### src/hw/rtl/hdkd_pkg.sv
`timescale 1ns / 1ps
// ----------------------------------------------------------------------------
// hdkd_pkg: shared types and constants of the duplicate key detector
// Key field widths, hash mixing constants, status codes and the command and
// status records that pass between the controller and the datapath.
// ----------------------------------------------------------------------------
package hdkd_pkg;

	localparam int TABLE_SLOTS_DEF = 64;

	localparam int OWN_W  = 64;
	localparam int SLOT_W = 32;
	localparam int GEN_W  = 32;
	localparam int REV_W  = 64;
	localparam int HASH_W = 64;

	localparam int SLOT_SHIFT = 32;
	localparam int GEN_SHIFT  = 1;
	localparam int MIX_SHIFT  = 33;
	localparam logic [HASH_W-1:0] MIX_MULT = 64'hff51afd7ed558ccd;

	// Width of the set tag kept with every table entry.
	localparam int EPOCH_W = 8;

	typedef enum logic [1:0] {
		ST_INSERTED  = 2'd0,
		ST_DUPLICATE = 2'd1,
		ST_FULL      = 2'd2
	} status_t;

	typedef enum logic [1:0] {
		MUL_LL = 2'd0,
		MUL_LH = 2'd1,
		MUL_HL = 2'd2
	} mul_sel_t;

	typedef struct packed {
		logic     load;
		logic     clr_wr;
		logic     epoch_inc;
		logic     epoch_reset;
		logic     mul_en;
		mul_sel_t mul_sel;
		logic     idx_load;
		logic     idx_step;
		logic     rd_en;
		logic     ins_wr;
		logic     finish;
		status_t  code;
	} dp_cmd_t;

	typedef struct packed {
		logic clr_last;
		logic epoch_max;
		logic slot_free;
		logic key_match;
		logic probe_last;
	} dp_sts_t;

endpackage

### src/hw/rtl/hdkd_ctrl.sv
`timescale 1ns / 1ps
// ----------------------------------------------------------------------------
// hdkd_ctrl: sequencing state machine
// Runs the clearing pass, the three multiply steps of the hash and the
// read and compare loop of the probe walk.
// ----------------------------------------------------------------------------
module hdkd_ctrl (
	input  logic              clk,
	input  logic              arst_n,
	input  logic              start,
	input  logic              start_new_set,
	input  hdkd_pkg::dp_sts_t sts,
	output hdkd_pkg::dp_cmd_t cmd,
	output logic              busy
);

	import hdkd_pkg::*;

	typedef enum logic [7:0] {
		S_CLEAR = 8'b0000_0001,
		S_IDLE  = 8'b0000_0010,
		S_MUL0  = 8'b0000_0100,
		S_MUL1  = 8'b0000_1000,
		S_MUL2  = 8'b0001_0000,
		S_HASH  = 8'b0010_0000,
		S_READ  = 8'b0100_0000,
		S_CMP   = 8'b1000_0000
	} state_t;

	state_t state_q;
	state_t state_nxt;
	logic   pend_q;

	always_comb begin
		cmd       = '0;
		state_nxt = state_q;
		case (state_q)
			S_CLEAR: begin
				cmd.clr_wr = 1'b1;
				if (sts.clr_last) begin
					cmd.epoch_reset = 1'b1;
					state_nxt       = pend_q ? S_MUL0 : S_IDLE;
				end
			end
			S_IDLE: begin
				if (start) begin
					cmd.load = 1'b1;
					// Running out of set tags forces a full sweep of the table.
					if (start_new_set && sts.epoch_max) begin
						state_nxt = S_CLEAR;
					end else begin
						cmd.epoch_inc = start_new_set;
						state_nxt     = S_MUL0;
					end
				end
			end
			S_MUL0: begin
				cmd.mul_en  = 1'b1;
				cmd.mul_sel = MUL_LL;
				state_nxt   = S_MUL1;
			end
			S_MUL1: begin
				cmd.mul_en  = 1'b1;
				cmd.mul_sel = MUL_LH;
				state_nxt   = S_MUL2;
			end
			S_MUL2: begin
				cmd.mul_en  = 1'b1;
				cmd.mul_sel = MUL_HL;
				state_nxt   = S_HASH;
			end
			S_HASH: begin
				cmd.idx_load = 1'b1;
				state_nxt    = S_READ;
			end
			S_READ: begin
				cmd.rd_en = 1'b1;
				state_nxt = S_CMP;
			end
			S_CMP: begin
				if (sts.slot_free) begin
					cmd.ins_wr = 1'b1;
					cmd.finish = 1'b1;
					cmd.code   = ST_INSERTED;
					state_nxt  = S_IDLE;
				end else if (sts.key_match) begin
					cmd.finish = 1'b1;
					cmd.code   = ST_DUPLICATE;
					state_nxt  = S_IDLE;
				end else if (sts.probe_last) begin
					cmd.finish = 1'b1;
					cmd.code   = ST_FULL;
					state_nxt  = S_IDLE;
				end else begin
					cmd.idx_step = 1'b1;
					state_nxt    = S_READ;
				end
			end
			default: begin
				state_nxt = S_IDLE;
			end
		endcase
	end

	always_ff @(posedge clk or negedge arst_n) begin
		if (!arst_n) begin
			state_q <= S_CLEAR;
			pend_q  <= 1'b0;
		end else begin
			state_q <= state_nxt;
			if (state_q == S_IDLE && start) begin
				pend_q <= 1'b1;
			end else if (state_q == S_CLEAR && sts.clr_last) begin
				pend_q <= 1'b0;
			end
		end
	end

	assign busy = (state_q != S_IDLE);

endmodule

### config.mk
export PLATFORM = sky130hd
export DESIGN_NAME = hdkd_ctrl
export DESIGN_NICKNAME = d
export VERILOG_FILES = /design/src/hw/rtl/hdkd_pkg.sv /design/src/hw/rtl/hdkd_ctrl.sv
export SDC_FILE = /design/constraint.sdc
export NUM_CORES = 1
export LEC_CHECK = 0
export BUFFER_PORTS_ARGS = -buffer_cell sky130_fd_sc_hd__buf_2
export CORE_MARGIN = 5
export CORE_UTILIZATION = 29
export CTS_CLUSTER_DIAMETER = 50
export DETAILED_ROUTE_END_ITERATION = 6
export GPL_ROUTABILITY_DRIVEN = 0
export PLACE_DENSITY_LB_ADDON = 0.1
export SKIP_LAST_GASP = 1
export SLEW_MARGIN = 20
export SYNTH_ARGS = -nofsm -noshare
export SYNTH_HDL_FRONTEND = slang
export SYNTH_SLANG_ARGS = --single-unit
### constraint.sdc
create_clock -name clk -period 3 [get_ports clk]
set_input_delay 0.15 -clock clk [delete_from_list [all_inputs] [get_ports clk]]
set_output_delay 0.15 -clock clk [all_outputs]
set_load 0.1 [all_outputs]
==> impl_metrics.json <==
{
  "status": "completed",
  "multi_input_area_um2": 402.9,
  "fmax_mhz": 439.7,
  "power_uw": 702.7,
  "antennaDiodeCount": 0,
  "synth_edf_count": 0,
  "rows": 17,
  "r2r-start": "state_q[2]$_DFFE_PN0P_",
  "clock_latency_ps": 260,
  "synth_seq_area_share": 0.3563,
  "grt_use_total": 0.1036,
  "grt_pass1_wl_um": 2566,
  "overflow": 0,
  "ir_drop_v": 0.0005984,
  "ys_top_cells_by_count": "dfrtp_1, nand2_1, nor2_1, nor4b_1",
  "rsz0062_at_grt": "false",
  "cp-end-kind": "output port",
  "grt_antenna_before_repair": 0,
  "clkTransAtPathRegs_ps": 60,
  "ys.warnings.count": 0,
  "nFillCells": 245,
  "worstHoldStart": "start_new_set",
  "required_ps": 2850,
  "clockBufferDepth": 2,
  "p_leak_uw": 0.0004181,
  "dpl.hpwl_um": 1217,
  "post_cts_buffers": 0,
  "via_per_inst": 4.873,
  "area_delta_synth_final_pct": 31.30,
  "io_pins": 24,
  "cts.sinks": 9,
  "die_w_um": 56.82,
  "wire_per_inst_um": 12.25,
  "hold_viol": 0,
  "drive_gt1_frac": 0.3980,
  "first_global_vias": 569,
  "cp-endpoint": "cmd[11]",
  "cts_max_level": 1,
  "synthArstFlopShare": 1.000,
  "timing.setup.tns_ps": 0,
  "switching_share": 0.5677,
  "syn-cell-area_um2": 635.6,
  "ys.flop_type": "dfrtp_1",
  "grt_max_degree": 10,
  "core_area_mm2": 0.002148,
  "post-route-period-util": 0.7581,
  "cellPowerDensity_mw_per_mm2": 842.0,
  "fin_skew_ps": 3.189,
  "route.detailed.drc": 0,
  "r2r-end": "state_q[1]$_DFFE_PN0P_",
  "register_area_um2": 226.5,
  "setup_viol": 0,
  "p_int_uw": 303.7,
  "path_max_fanout": 8,
  "clkPwrFrac": 0.132,
  "cts_tree": "yes",
  "ys_top_cells_by_area": "dfrtp_1, nor4b_1, nor3_4",
  "vias": 614,
  "wl_um": 1544,
  "final_nets": 108,
  "period_minus_slack_ps": 2274,
  "comb_power_share": 0.600,
  "critPathArrivalTime_ps": 2120,
  "synthesis.nets": 81,
  "syn_avg_cell_area_um2": 8.828,
  "cp-start-kind": "flop",
  "worst-r2r-setup-slack_ps": 1400,
  "portBuffers": 23,
  "startpoint": "state_q[2]$_DFFE_PN0P_",
  "max_slew.worst_pin.slew_ps": 489.1,
  "drt-pass1-iter-count": 4,
  "fp.dieArea_mm2": 0.003228,
  "synth_top_area_share": 0.3150,
  "yosysTopAreaCell": "dfrtp_1",
  "dr.first_iter.drc_count": 15,
  "rr_worst_depth": 5,
  "start_util": 0.2959,
  "seq_power_share": 0.268,
  "min_path_type": "input pin to flop",
  "power_switching_uw": 399.0,
  "cap_violations": 0,
  "ys_types": 30,
  "root_buffer": "clkbuf_4",
  "ys_ff_latch": 9,
  "synthCells": 72,
  "relSlewSlack": 0.6762,
  "final-max-slew-violation-count": 0,
  "die_y_um": 56.82,
  "ant_nets": 0,
  "cts_made_buffers": 3,
  "critPathKind": "flop to output port"
}
## timing repair
item	4_1_cts	5_1_grt
resized for setup	0	0
hold buffers	1	0
hold endpoints to repair	9	0
## state kept, by name, indices dropped and copies added, names as in the netlist
name     cells
pend_q       1
state_q      8
## metal layers
metal  global-route usage  wire, µm  up-vias
met1               0.1462       763      280
li1                     -         -      311
met2               0.1419       674       21
met5                    0         0        -
met4              0.07947        27        0
met3             0.009195        79        2
## critical path, stage by stage, from the launching register on
cell and delay (ps):
dfrtp_1 480, nor3_4 320, and3b_2 280, nand3_1 140, nor3b_2 200, buf_2 440
## cell usage in the layout, fill, tap and decap left out, types with 2 or more instances in the layout
master,count
inv_1,5
nor4b_1,3
dfrtp_1,8
buf_2,23
nand2_1,8
nor2b_1,4
and3_1,3
o21ai_0,5
nor3_4,2
nand3_1,3
nor2_1,6
nor4b_2,3
nor3b_2,2
clkbuf_4,3
## final cells by class
| type | instances | share of cell area |
|---|---|---|
| inverter | 5 | 0.02249 |
| sequential | 9 | 0.2714 |
| multi-input combinational | 56 | 0.4828 |
| timing repair buffer | 24 | 0.1499 |
| clock buffer | 4 | 0.03148 |
| tap | 28 | 0.04198 |
## per-stage QoR
step / utilization / setup slack [ps] / instance area (µm²) / hold WS [ps] / std cells
global placement: 0.3716 / 1028 / 798.3 / 16.52 / 121
floorplan: - / 71.88 / 664.4 / -145.6 / 72
finish: 0.3885 / 725.6 / 834.6 / 173.9 / 126
CTS: 0.3885 / 694.3 / 834.6 / 165.8 / 126
global route: 0.3885 / 533.6 / 834.6 / 192.6 / 126
detailed placement: 0.3716 / 990.4 / 798.3 / 17.05 / 121
## cells by family after synthesis
kind of cell	count (synthesis)	synth area share
simple gates	44	0.4626
compound gates	11	0.1122
flops	9	0.3563
buf+inv	7	0.05511
xor+xnor	1	0.01378
## worst min path at each step
stage | endpoint | slack [ps] | cells past startpoint
2_1_floorplan | pend_q$_DFFE_PN0P_ | -150 | 0
3_3_place_gp | pend_q$_DFFE_PN0P_ | 20 | 1
3_5_place_dp | pend_q$_DFFE_PN0P_ | 20 | 1
4_1_cts | state_q[2]$_DFFE_PN0P_ | 170 | 3
5_1_grt | state_q[0]$_DFFE_PN1P_ | 190 | 3
6_report | state_q[0]$_DFFE_PN1P_ | 170 | 3
## power by group through the flow
| stage | clock, µW | sequential, µW | combinational (µW) |
|---|---|---|---|
| detailed placement | 0 | 190 | 422 |
| CTS | 98.6 | 188 | 425 |
| finish | 93.0 | 188 | 421 |
| floorplan | 0 | 167 | 385 |
| global placement | 0 | 190 | 419 |
| global route | 103 | 193 | 458 |
Note: power is estimated with default switching activity, not from simulation.
